`src/hdl/aes_key_mem.sv`:
```
module aes_key_mem #(
  parameter int unsigned Words = 44,
  parameter int unsigned AddrW = 6
) (
  input  logic             clk_i,
  input  logic             we_i,
  input  logic [AddrW-1:0] waddr_i,
  input  logic [127:0]     wdata_i,
  input  logic [15:0]      wbe_i,
  input  logic [AddrW-3:0] raddr_i,
  output logic [127:0]     rdata_o
);
  // one row holds the four words of a round key
  localparam int unsigned Rows = Words / 4;
  logic [127:0] mem_q [Rows];

  always_ff @(posedge clk_i) begin
    if (we_i) begin
      for (int b = 0; b < 16; b++) begin
        if (wbe_i[b]) mem_q[waddr_i[AddrW-1:2]][b*8 +: 8] <= wdata_i[b*8 +: 8];
      end
    end
    rdata_o <= mem_q[raddr_i];
  end
endmodule

```
`config.mk`:
```
export PLATFORM = sky130hd
export DESIGN_NAME = aes_key_mem
export DESIGN_NICKNAME = d
export VERILOG_FILES = /design/src/hdl/aes_key_mem.sv
export SDC_FILE = /design/constraint.sdc
export NUM_CORES = 1
export LEC_CHECK = 0
export BUFFER_PORTS_ARGS = -buffer_cell sky130_fd_sc_hd__buf_4
export CORE_AREA = 2 2 444 446
export CTS_CLUSTER_SIZE = 30
export DETAILED_ROUTE_END_ITERATION = 16
export DIE_AREA = 0 0 446 448
export PLACE_DENSITY = 0.55
export SLEW_MARGIN = 20
export SYNTH_ARGS = -nofsm -noshare
export SYNTH_HDL_FRONTEND = slang
export SYNTH_SLANG_ARGS = --single-unit
```
`constraint.sdc`:
```
create_clock -name clk_i -period 2.4 [get_ports clk_i]
set_clock_uncertainty 0.15 [all_clocks]
set_input_delay 0.36 -clock clk_i [delete_from_list [all_inputs] [get_ports clk_i]]
set_output_delay 0.36 -clock clk_i [all_outputs]
set_load 0.01 [all_outputs]
```
==> Yosys cells after proc, flatten, opt, wreduce, memory -nomap -nowiden <==
Memories as Yosys holds them, arrays and structs flattened. A register that Yosys moved wholly into a read port is not among the register bits.
Index checks and enable logic that the tools add are counted.
{ "totals": {"register_bits": 0, "mem_count": 1, "input_bits": 156, "mem_bits_rw": 1408, "output_inout_bits": 128, "elab_cells": 49} }
{ "memory_table": {"columns": ["name", "depth", "width", "read_ports", "rd_clocked_by_memory_dff", "wr", "line_no", "rtl"], "rows": [
  ["mem_q", 11, 128, 1, 1, 1, "15", "logic [127:0] mem_q [Rows];"]
]} }
{ "classes": {"mux": 48} }
{ "op_table": {"columns": ["operator", "n"], "rows": [
  ["1-bit 2-to-1 mux", 48]
]} }

==> Depth between registers and ports, before layout <==
Gate-level depths: netlist (run 1).
{ "depth": {"word_depth": 3, "depth_mapped": 6} }

==> Worst setup path after synthesis (run 1) <==
Ideal clock, no wire load.
{ "synth_path": {"path_kind": "input port to flip-flop", "start": "input we_i", "end": "memory mem_q[1][100], enable pin", "setup_ns": 0.370, "path_slack_ns": 0.346, "arrival_ns": 1.534, "cell_stages": 5, "cell_sequence": "clkbuf_1 clkbuf_1 nand2_1 clkbuf_1 nor2_1"} }
{ "synth_between": {"elab_chain_len": 2} }
{ "synth_lines": {"columns": ["element", "line_no", "rtl"], "rows": [
  ["start: declaration", "6", "input logic we_i,"],
  ["1-bit 2-to-1 mux", "18", "if (we_i) begin"],
  ["1-bit 2-to-1 mux (implied by the code)", "20", "if (wbe_i[b]) mem_q[waddr_i[AddrW-1:2]][b*8 +: 8] <= wdata_i[b*8 +: 8];"],
  ["end: declaration", "15", null]
]} }
No other way between the ends.

==> Worst setup path after layout (run 1) <==
{ "layout_path": {"start": "input waddr_i[4]", "end": "memory mem_q[9][48], enable pin"} }
{ "layout_lines": {"columns": ["element", "line_no", "rtl"], "rows": [
  ["start: declaration", "7", "input logic [AddrW-1:0] waddr_i,"]
]} }
Straight into the memory's write port.

==> results of run 1 <==
## timing repair
action,in CTS,in global routing
gates resized for setup,0,0
endpoints found under the hold margin,1416,0
hold buffers,131,0
## worst min-delay path by stage
| stage | from | endpoint | slack [ns] | depth (start not counted) |
|---|---|---|---|---|
| after CTS | wbe_i[15] | mem_q[0][120] | 0.04 | 3 |
| after global routing | raddr_i[1] | rdata_o[98] | 0.08 | 5 |
| final | raddr_i[1] | rdata_o[98] | 0.1 | 5 |
| after floorplan | wdata_i[0] | mem_q[0][0] | 0.31 | 0 |
| after global placement | mem_q[10][52] | rdata_o[52] | 0.41 | 3 |
| after detailed placement | mem_q[10][93] | rdata_o[93] | 0.41 | 3 |
## critical path: cells and delay by family
| family | cells | cell delay (ns) |
|---|---|---|
| buffers and inverters | 4 | 1.54 |
| AND/OR/NAND/NOR | 3 | 0.65 |
## cell families after synthesis
kind of cell	Yosys count	share of synthesized area (%)
muxes	640	11.8
and+or+nand+nor	341	2.77
DFF	1536	76.9
AOI/OAI and AO/OA	512	6.62
buffers and inverters	213	1.91
## layout make-up
| class | count | area [um^2] | share of cell area (%) |
|---|---|---|---|
| Tap cell | 2542 | 3180 | 4.39 |
| Timing Repair Buffer | 776 | 6730 | 9.28 |
| Clock inverter | 78 | 813 | 1.12 |
| Antenna cell | 2 | 5.00 | 0.00691 |
| Sequential cell | 1536 | 44800 | 61.9 |
| Multi-Input combinational cell | 1493 | 12400 | 17.2 |
| Clock buffer | 223 | 4470 | 6.16 |
## flip-flops by register name, summed over array words and instances, names as in the netlist
signal / count
mem_q: 1408
rdata_o: 128
## through the flow
| stage | hold WS [ns] | total power, mW | util (%) | cell area, um^2 |
|---|---|---|---|---|
| 2_1_floorplan | 0.309 | 32.0 | - | 58300 |
| 3_3_place_gp | 0.406 | 33.8 | 33.9 | 65900 |
| 3_5_place_dp | 0.414 | 33.9 | 33.9 | 65900 |
| 4_1_cts | 0.0402 | 58.9 | 37.2 | 72500 |
| 5_1_grt | 0.0762 | 60.2 | 37.2 | 72500 |
| 6_report | 0.0994 | 58.1 | 37.2 | 72500 |
## metal layers
layer  share of wire (%)  global-route usage (%)  vias up
li1                    -                       -    14300
met1                  41                    17.4    15700
met2                  52                    25.4      647
met3                 4.0                    2.42      231
met4                 3.1                    5.11       16
met5               0.067                       0        -
## power by group through the flow
| stage | Clock [mW] | Sequential, mW | Combinational, mW |
|---|---|---|---|
| final | 24.7 | 29.9 | 3.53 |
| after detailed placement | 0 | 30.4 | 3.43 |
| after floorplan | 0 | 30.5 | 1.52 |
| after global placement | 0 | 30.4 | 3.39 |
| after CTS | 25.4 | 29.9 | 3.63 |
| after global routing | 26.5 | 29.9 | 3.80 |
## cells in the mapped netlist
library cell,instances
o22ai_1,128
mux2i_1,256
nand2_1,26
o211ai_1,128
buf_4,39
buf_2,40
buf_8,1
clkbuf_1,119
mux2_2,384
a22o_1,128
o31ai_2,4
dfxtp_1,128
edfxtp_1,1408
buf_6,14
o31ai_1,124
nor2b_1,5
nand3_1,2
nand2b_1,129
nor2_1,179
==> qor.csv, run 1 <==
stage,metric,value,unit
global_route,vias in the first global route,31400,
pwr,Pwr Density,802,nW/um^2
die,Initial Utilization,30.0,%
final_layout,Non-Filler Instances,6650,
placed_design,Port Buffers,281,
worst_setup_path,R2R setup slack,0.92,ns
timing,RSZ-0062 raised after global routing,false,
drt,drt wl/cell,21.9,um
final_layout,share of cells above drive strength 1,31.1,%
clock_network,clk_lat worst skew,0.79,ns
worst_setup_path,r2r worst-path depth,3,
clock_network,CTS Buf Count,162,
run,MaxCap Viol Count,0,
timing,period utilization,92.2,%
yosys,register area share after synthesis,76.9,%
drt,antenna-violating nets left,0,
yosys,"FF+latch count, synth",1536,
drt,TritonRoute pass-1 iters,5,
worst_setup_path,RR Endpoint,rdata_o[6],
worst_setup_path,WS Path Type,input port to register,
worst_hold_path,HP Class,input port to register,
pwr,clock share of power,42.6,%
final_layout,most frequent cells in the layout,"edfxtp_1 (1,408), buf_4 (598), mux2_2 (384), mux2i_1 (256), nor2_1 (178)",
worst_setup_path,CP Launch Type,input port,
die,Die X-Extent,446,um
yosys,distinct cell type count of the synthesized netlist,19,
drt,Starting DRT DRC Count,1988,
timing,count of pins over their slew limit,0,
die,placeable core area,195000,um^2
timing,endpoints failing hold,0,
worst_setup_path,Critical path origin,waddr_i[4],
worst_setup_path,FF-to-FF Start,mem_q[3][6],
timing,min Tclk post-route,2.21,ns
final_layout,Area Growth Syn to Fin,24.2,%
timing,FMAX,452,MHz
run_status,result of the run,finished clean,
worst_setup_path,crit-path cells,"dlygate4sd3_1, buf_4, nor2b_1, nand2_2, dlygate4sd3_1, nor2_1, buf_4",
worst_setup_path,"slowest stage cell, crit path",dlygate4sd3_1,
yosys,area share of the largest cell type after synthesis,72.5,%
final_layout,Fill cells,18000,
timing,relative slew slack,41.3,%
pwr,net switching power,12.6,mW
pwr,power share of the combinational group,6.1,%
yosys,Post-Syn Area,58300,um^2
pwr,internal power,45.6,mW
timing,actual slew at the worst max-slew pin,0.881,ns
placed_design,pre-CTS setup slack,0.140,ns
drt,Vias/cell,4.65,
timing,final-report setup violation count,0,
die,# rows,162,
worst_setup_path,Critical Path Max Stage Delay,0.61,ns
yosys,Synth Warn #,0,
clock_network,clock sink count,1536,
clock_network,CTS tree,yes,
yosys,Synth area leaders,"edfxtp_1 (72%), mux2_2 (7.4%), dfxtp_1 (4.4%), mux2i_1 (4.4%), a22o_1 (1.9%)",
global_route,largest net degree at the start of global routing,149,
drt,drt total wl,146000,um
clock_network,Post-CTS Setup Bufs,0,
die,I/O pins,284,
drt,drt drc,0,
pwr,sw frac,21.6,%
yosys,Avg Inst Size Synth,18.0,um^2
pwr,VDD IR max,0.687,mV
placed_design,Placed Cells,6216,
worst_setup_path,CP Capture Type,register,
yosys,largest area contributor in the netlist,edfxtp_1,
final_layout,"commonest non-fill, non-tap cell in the layout",edfxtp_1,
clock_network,Root Buffer,clkbuf_16,
clock_network,clk slew on worst S/H paths,0.06,ns
global_route,All-Layer GR Usage,14.3,%
clock_network,H-Tree Level Count,4,
pwr,Pleak,25.0,nW
placed_design,dpl hpwl,95300,um
worst_setup_path,worst setup path end,mem_q[9][48],
global_route,initial antenna violation count,19,
worst_setup_path,CP required,2.75,ns
drt,DR vias,30900,
worst_setup_path,Worst EP arrival,2.56,ns
clock_network,Max Root-Sink Buffers,3,
placed_design,gpl congestion,0.742,
yosys,syn_nets,3398,
timing,worst setup margin,0.187,ns
die,chip height,448,um
die,die area,200000,um^2
pwr,power share of the sequential group,51.4,%
worst_setup_path,CP max FO,6,
timing,TNS Setup,0,ns
final_layout,nets@finish,4125,
yosys,Syn Inst Count,3242,
global_route,first-pass GRT wire length,210000,um
global_route,grt ovf,0,
Note: power is estimated with default switching activity, not from simulation.
==> run 2, diff against run 1 <==
--- a/config.mk
+++ b/config.mk
@@ -10,7 +10,7 @@
 export CTS_CLUSTER_SIZE = 30
 export DETAILED_ROUTE_END_ITERATION = 16
 export DIE_AREA = 0 0 446 448
-export PLACE_DENSITY = 0.55
+export PLACE_DENSITY = 0.48
 export SLEW_MARGIN = 20
 export SYNTH_ARGS = -nofsm -noshare
 export SYNTH_HDL_FRONTEND = slang
==> run 2 against run 1 <==
Non-clock buffer count is 41 lower; power grew 1.3%; first-iteration DRC count increased by 0.65%; combinational power decreased by 2%; highest routed layer unchanged; largest cell class unchanged.
==> qor.csv, run 2 (synthesis results as in run 1) <==
stage,metric,value,unit,change
timing,actual slew at the worst max-slew pin,0.957,ns,was 0.881 ns
global_route,grt ovf,0,,unchanged
clock_network,clock sink count,1536,,unchanged
final_layout,nets@finish,4092,,"was 4,125"
die,# rows,162,,unchanged
drt,antenna-violating nets left,0,,unchanged
final_layout,post-route design area,72300,um^2,"was 72,500 um^2"
pwr,Pwr Density,814,nW/um^2,was 802 nW/um^2
final_layout,most frequent cells in the layout,"edfxtp_1 (1,408), buf_4 (557), mux2_2 (384), mux2i_1 (256), nor2_1 (178)",,"was edfxtp_1 (1,408), buf_4 (598), mux2_2 (384), mux2i_1 (256), nor2_1 (178)"
pwr,Total Power,58.9,mW,was 58.1 mW
pwr,VDD IR max,0.659,mV,was 0.687 mV
clock_network,CTS Buf Count,170,,was 162
global_route,initial antenna violation count,16,,was 19
die,placeable core area,195000,um^2,unchanged
worst_setup_path,CP max FO,9,,was 6
timing,relative slew slack,36.2,%,was 41.3%
worst_setup_path,CP required,2.76,ns,was 2.75 ns
die,chip height,448,um,unchanged
final_layout,max FFs per register,1408,,unchanged
worst_setup_path,CP Capture Type,register,,unchanged
timing,endpoints failing hold,0,,unchanged
timing,period utilization,97.6,%,was 92.2%
run,MaxCap Viol Count,0,,unchanged
final_layout,"commonest non-fill, non-tap cell in the layout",edfxtp_1,,unchanged
placed_design,gpl congestion,0.727,,was 0.742
timing,min Tclk post-route,2.34,ns,was 2.21 ns
timing,final-report setup violation count,0,,unchanged
timing,count of pins over their slew limit,0,,unchanged
worst_setup_path,WS Path Type,input port to register,,unchanged
clock_network,clk_lat worst skew,0.82,ns,was 0.79 ns
final_layout,register area,44800,um^2,unchanged
placed_design,Placed Cells,6167,,"was 6,216"
global_route,vias in the first global route,32000,,"was 31,400"
worst_setup_path,CP Launch Type,input port,,unchanged
worst_setup_path,Worst EP arrival,2.70,ns,was 2.56 ns
placed_design,Port Buffers,281,,unchanged
timing,worst setup margin,0.0588,ns,was 0.187 ns
clock_network,CTS tree,yes,,unchanged
final_layout,Area Growth Syn to Fin,24.0,%,was 24.2%
final_layout,area occupied by multi-input gates,12400,um^2,about the same
worst_setup_path,Critical Path Max Stage Delay,0.60,ns,was 0.61 ns
die,I/O pins,284,,unchanged
drt,drt wl/cell,22.6,um,was 21.9 um
global_route,All-Layer GR Usage,14.8,%,was 14.3%
placed_design,dpl hpwl,95200,um,"was 95,300 um"
clock_network,H-Tree Level Count,4,,unchanged
clock_network,Max Root-Sink Buffers,3,,unchanged
drt,drt total wl,149000,um,"was 146,000 um"
worst_setup_path,crit-path cells,"dlygate4sd3_1, buf_4, nor2b_2, dlygate4sd3_1, nand2_2, buf_4, nor2_1, buf_4",,"was dlygate4sd3_1, buf_4, nor2b_1, nand2_2, dlygate4sd3_1, nor2_1, buf_4"
drt,drt drc,0,,unchanged
worst_hold_path,HP Class,input port to register,,unchanged
timing,RSZ-0062 raised after global routing,false,,unchanged
timing,FMAX,427,MHz,was 452 MHz
pwr,Pleak,24.9,nW,was 25.0 nW
die,Initial Utilization,30.0,%,unchanged
final_layout,Non-Filler Instances,6625,,"was 6,650"
final_layout,post-layout util,37.2,%,about the same
drt,TritonRoute pass-1 iters,5,,unchanged
die,die area,200000,um^2,unchanged
run_status,result of the run,finished clean,,unchanged
worst_setup_path,"slowest stage cell, crit path",dlygate4sd3_1,,unchanged
placed_design,pre-CTS setup slack,-0.0508,ns,was 0.140 ns
global_route,first-pass GRT wire length,216000,um,"was 210,000 um"
clock_network,Post-CTS Setup Bufs,0,,unchanged
drt,DR vias,30700,,"was 30,900"
placed_design,"Cell Area, Placed",65400,um^2,"was 65,900 um^2"
drt,Starting DRT DRC Count,2001,,"was 1,988"
final_layout,share of cells above drive strength 1,30.5,%,was 31.1%
die,Die X-Extent,446,um,unchanged
clock_network,Root Buffer,clkbuf_16,,unchanged
final_layout,Fill cells,18200,,"was 18,000"
clock_network,clk slew on worst S/H paths,0.06,ns,about the same
global_route,largest net degree at the start of global routing,123,,was 149
drt,Vias/cell,4.63,,was 4.65
worst_setup_path,Critical Path Most Common Cell,buf_4,,
## run 2: cell types whose count changed in the layout (fill, tap and decap cells not counted), sizes merged
cell and change:
buf -49, bufinv -1, clkbuf -3, clkinv +18, clkinvlp +2, diode +2
dlygate4sd3 +8, inv -2
## run 2: power by group
| group | switching [mW] | internal (mW) | total [mW] |
|---|---|---|---|
| combinational | 1.95 | 1.52 | 3.47 |
| clock | 10.9 | 14.7 | 25.5 |
| sequential | 0.189 | 29.7 | 29.9 |
| total | 13.0 | 45.9 | 58.9 |
## run 2: layer usage
| layer | share of wire, % | GRT usage (%) | routed length, um | vias up |
|---|---|---|---|---|
| met2 | 51 | 25.8 | 76100 | 538 |
| met1 | 42 | 18.4 | 63300 | 15600 |
| met4 | 2.9 | 5.12 | 4310 | 14 |
| met3 | 3.8 | 2.66 | 5630 | 238 |
| li1 | - | - | - | 14200 |
| met5 | 0.054 | 0 | 81 | - |
## run 2: cell type report
type,instances,area share (%)
Tap cell,2542,4.40
Multi-Input combinational cell,1493,17.2
Antenna cell,4,0.0138
Clock buffer,220,6.32
Clock inverter,95,1.32
Timing Repair Buffer,735,8.76
Sequential cell,1536,62.0
## run 2: worst max-delay path: cells and delay by family
| family | cells | cell delay [ns] |
|---|---|---|
| buffers and inverters | 5 | 1.77 |
| AND/OR/NAND/NOR | 3 | 0.55 |
## run 2: path summary, 6_finish.rpt
| check | from | endpoint | slack, ns | cells past startpoint |
|---|---|---|---|---|
| max | waddr_i[2] | mem_q[9][100] | 0.06 | 8 |
| min | wbe_i[12] | mem_q[7][96] | 0.13 | 3 |
| max reg2reg | mem_q[2][127] | rdata_o[127] | 0.69 | 3 |
| min reg2reg | mem_q[10][104] | rdata_o[104] | 0.42 | 3 |
## run 2: per-stage QoR
stage	TNS, ns	hold WS, ns
4_1_cts	0	0.0519
3_5_place_dp	-0.680	0.409
2_1_floorplan	0	0.309
3_3_place_gp	0	0.404
6_report	0	0.129
5_1_grt	0	0.116
## run 2: timing repair
action / CTS / global route
setup endpoints to repair: 0 / 5
hold endpoints to repair: 1438 / 0
gates resized for setup: 0 / 1
hold buffers: 139 / 0
==> run 3, diff against run 2 <==
--- a/config.mk
+++ b/config.mk
@@ -6,12 +6,12 @@
 export NUM_CORES = 1
 export LEC_CHECK = 0
 export BUFFER_PORTS_ARGS = -buffer_cell sky130_fd_sc_hd__buf_4
-export CORE_AREA = 2 2 444 446
+export CORE_AREA = 2 2 315 629
+export CTS_BUF_LIST = sky130_fd_sc_hd__clkbuf_4 sky130_fd_sc_hd__clkbuf_8
 export CTS_CLUSTER_SIZE = 30
 export DETAILED_ROUTE_END_ITERATION = 16
-export DIE_AREA = 0 0 446 448
+export DIE_AREA = 0 0 317 631
 export PLACE_DENSITY = 0.48
-export SLEW_MARGIN = 20
 export SYNTH_ARGS = -nofsm -noshare
 export SYNTH_HDL_FRONTEND = slang
 export SYNTH_SLANG_ARGS = --single-unit
==> run 3 against run 2 <==
First-iteration DRC count is 0.75% higher; clock power is 8.6% lower; register-to-register slack worse by 0.57 ns; final area is 0.92% higher; critical path type unchanged; largest cell class unchanged.
==> qor.csv, run 3 (synthesis results as in run 1) <==
stage,metric,value,unit,change
timing,TNS Setup,0,ns,unchanged
timing,relative slew slack,35.9,%,was 36.2%
pwr,net switching power,12.2,mW,was 13.0 mW
worst_setup_path,CP max FO,13,,was 9
timing,actual slew at the worst max-slew pin,0.961,ns,was 0.957 ns
final_layout,share of cells above drive strength 1,32.6,%,was 30.5%
timing,RSZ-0062 raised after global routing,false,,unchanged
global_route,vias in the first global route,32000,,about the same
clock_network,Root Buffer,clkbuf_8,,was clkbuf_16
pwr,VDD IR max,0.596,mV,was 0.659 mV
timing,period utilization,98.7,%,was 97.6%
run,MaxCap Viol Count,0,,unchanged
final_layout,Area Growth Syn to Fin,25.2,%,was 24.0%
final_layout,most frequent cells in the layout,"edfxtp_1 (1,408), buf_4 (568), mux2_2 (384), mux2i_1 (256), clkbuf_8 (250)",,"was edfxtp_1 (1,408), buf_4 (557), mux2_2 (384), mux2i_1 (256), nor2_1 (178)"
placed_design,gpl congestion,0.727,,about the same
clock_network,Max Root-Sink Buffers,3,,unchanged
timing,final-report setup violation count,0,,unchanged
worst_setup_path,Worst EP arrival,3.03,ns,was 2.70 ns
worst_setup_path,WS Path Type,input port to register,,unchanged
die,I/O pins,284,,unchanged
worst_setup_path,CP Launch Type,input port,,unchanged
timing,endpoints failing hold,0,,unchanged
global_route,All-Layer GR Usage,14.1,%,was 14.8%
drt,TritonRoute pass-1 iters,5,,unchanged
placed_design,dpl hpwl,92800,um,"was 95,200 um"
worst_hold_path,HP Class,input port to register,,unchanged
clock_network,Post-CTS Setup Bufs,0,,unchanged
drt,antenna-violating nets left,0,,unchanged
clock_network,CTS Buf Count,222,,was 170
pwr,Pwr Density,778,nW/um^2,was 814 nW/um^2
drt,drt total wl,143000,um,"was 149,000 um"
drt,Starting DRT DRC Count,2016,,"was 2,001"
die,# rows,230,,was 162
pwr,sw frac,21.4,%,was 22.1%
drt,drt wl/cell,20.9,um,was 22.6 um
pwr,clock share of power,41.1,%,was 43.4%
pwr,power share of the sequential group,52.6,%,was 50.7%
timing,count of pins over their slew limit,0,,unchanged
die,chip height,631,um,was 448 um
die,Die X-Extent,317,um,was 446 um
clock_network,clk slew on worst S/H paths,0.07,ns,was 0.06 ns
die,die area,200000,um^2,about the same
clock_network,H-Tree Level Count,4,,unchanged
global_route,initial antenna violation count,36,,was 16
worst_setup_path,CP Capture Type,register,,unchanged
timing,min Tclk post-route,2.37,ns,was 2.34 ns
pwr,internal power,44.7,mW,was 45.9 mW
pwr,Total Power,56.8,mW,was 58.9 mW
run_status,result of the run,finished clean,,unchanged
die,placeable core area,195000,um^2,about the same
global_route,largest net degree at the start of global routing,91,,was 123
drt,DR vias,31200,,"was 30,700"
final_layout,nets@finish,4244,,"was 4,092"
final_layout,post-layout util,37.4,%,was 37.2%
die,Initial Utilization,29.8,%,was 30.0%
placed_design,Port Buffers,281,,unchanged
clock_network,clock sink count,1536,,unchanged
clock_network,CTS tree,yes,,unchanged
drt,Vias/cell,4.55,,was 4.63
worst_setup_path,CP required,3.06,ns,was 2.76 ns
clock_network,clk_lat worst skew,0.93,ns,was 0.82 ns
global_route,grt ovf,0,,unchanged
pwr,power share of the combinational group,6.3,%,was 5.9%
final_layout,"commonest non-fill, non-tap cell in the layout",edfxtp_1,,unchanged
timing,FMAX,422,MHz,was 427 MHz
final_layout,max FFs per register,1408,,unchanged
drt,drt drc,0,,unchanged
global_route,first-pass GRT wire length,208000,um,"was 216,000 um"
pwr,Pleak,25.3,nW,was 24.9 nW
run 3: timing repair:
| action | 4_1_cts | 5_1_grt |
|---|---|---|
| resized for setup | 0 | 2 |
| endpoints found under the setup margin | 0 | 1 |
| hold buffers | 224 | 0 |
| hold endpoints to repair | 2829 | 0 |
run 3: metal layers:
| layer | wire length, um | global-route usage, % |
|---|---|---|
| met2 | 65800 | 22.1 |
| met1 | 65700 | 19.6 |
| met5 | 157 | 0 |
| met3 | 8930 | 3.10 |
| met4 | 2510 | 3.64 |
run 3: path summary, 6_finish.rpt:
kind / start / endpoint / slack, ns / cells past startpoint
hold reg to reg: mem_q[10][126] / rdata_o[126] / 0.41 / 3
hold / removal: wdata_i[43] / mem_q[9][43] / 0.12 / 2
setup / recovery: raddr_i[0] / rdata_o[111] / 0.03 / 8
setup reg to reg: mem_q[9][111] / rdata_o[111] / 0.12 / 5
run 3: critical path: stages:
cell	delay, ns
dlymetal6s4s_1	0.46
buf_12	0.26
buf_12	0.18
mux2_2	0.34
o211ai_1	0.16
dlygate4sd3_1	0.58
o31ai_1	0.06
dlygate4sd3_1	0.57
run 3: area by class of cell:
| cell class | instances | area, um^2 |
|---|---|---|
| multi-input cells | 1493 | 12400 |
| fillers | 18200 | 122000 |
| flip-flops and latches | 1536 | 44800 |
| diodes | 13 | 32.5 |
| well taps | 2552 | 3190 |
| clock inverters | 121 | 1280 |
| repair buffers | 835 | 7360 |
| clock buffers | 304 | 3850 |
run 3: per-stage QoR:
| stage | instances | hold slack (ns) | instance area (um^2) | setup WS [ns] |
|---|---|---|---|---|
| floorplan | 3242 | 0.309 | 58300 | 0.346 |
| global placement | 6191 | 0.410 | 65600 | 0.206 |
| detailed placement | 6191 | 0.412 | 65600 | 0.208 |
| CTS | 6840 | 0.0000752 | 72900 | 0.0344 |
| global route | 6846 | 0.0507 | 73000 | 0.0253 |
| finish | 6854 | 0.124 | 73000 | 0.0309 |
run 3: power by group through the flow:
stage / Sequential, mW / Clock [mW] / Combinational (mW)
3_5_place_dp: 30.5 / 0 / 3.27
3_3_place_gp: 30.5 / 0 / 3.22
5_1_grt: 29.9 / 25.1 / 3.87
2_1_floorplan: 30.5 / 0 / 1.52
6_report: 29.9 / 23.3 / 3.58
4_1_cts: 29.9 / 24.1 / 3.62
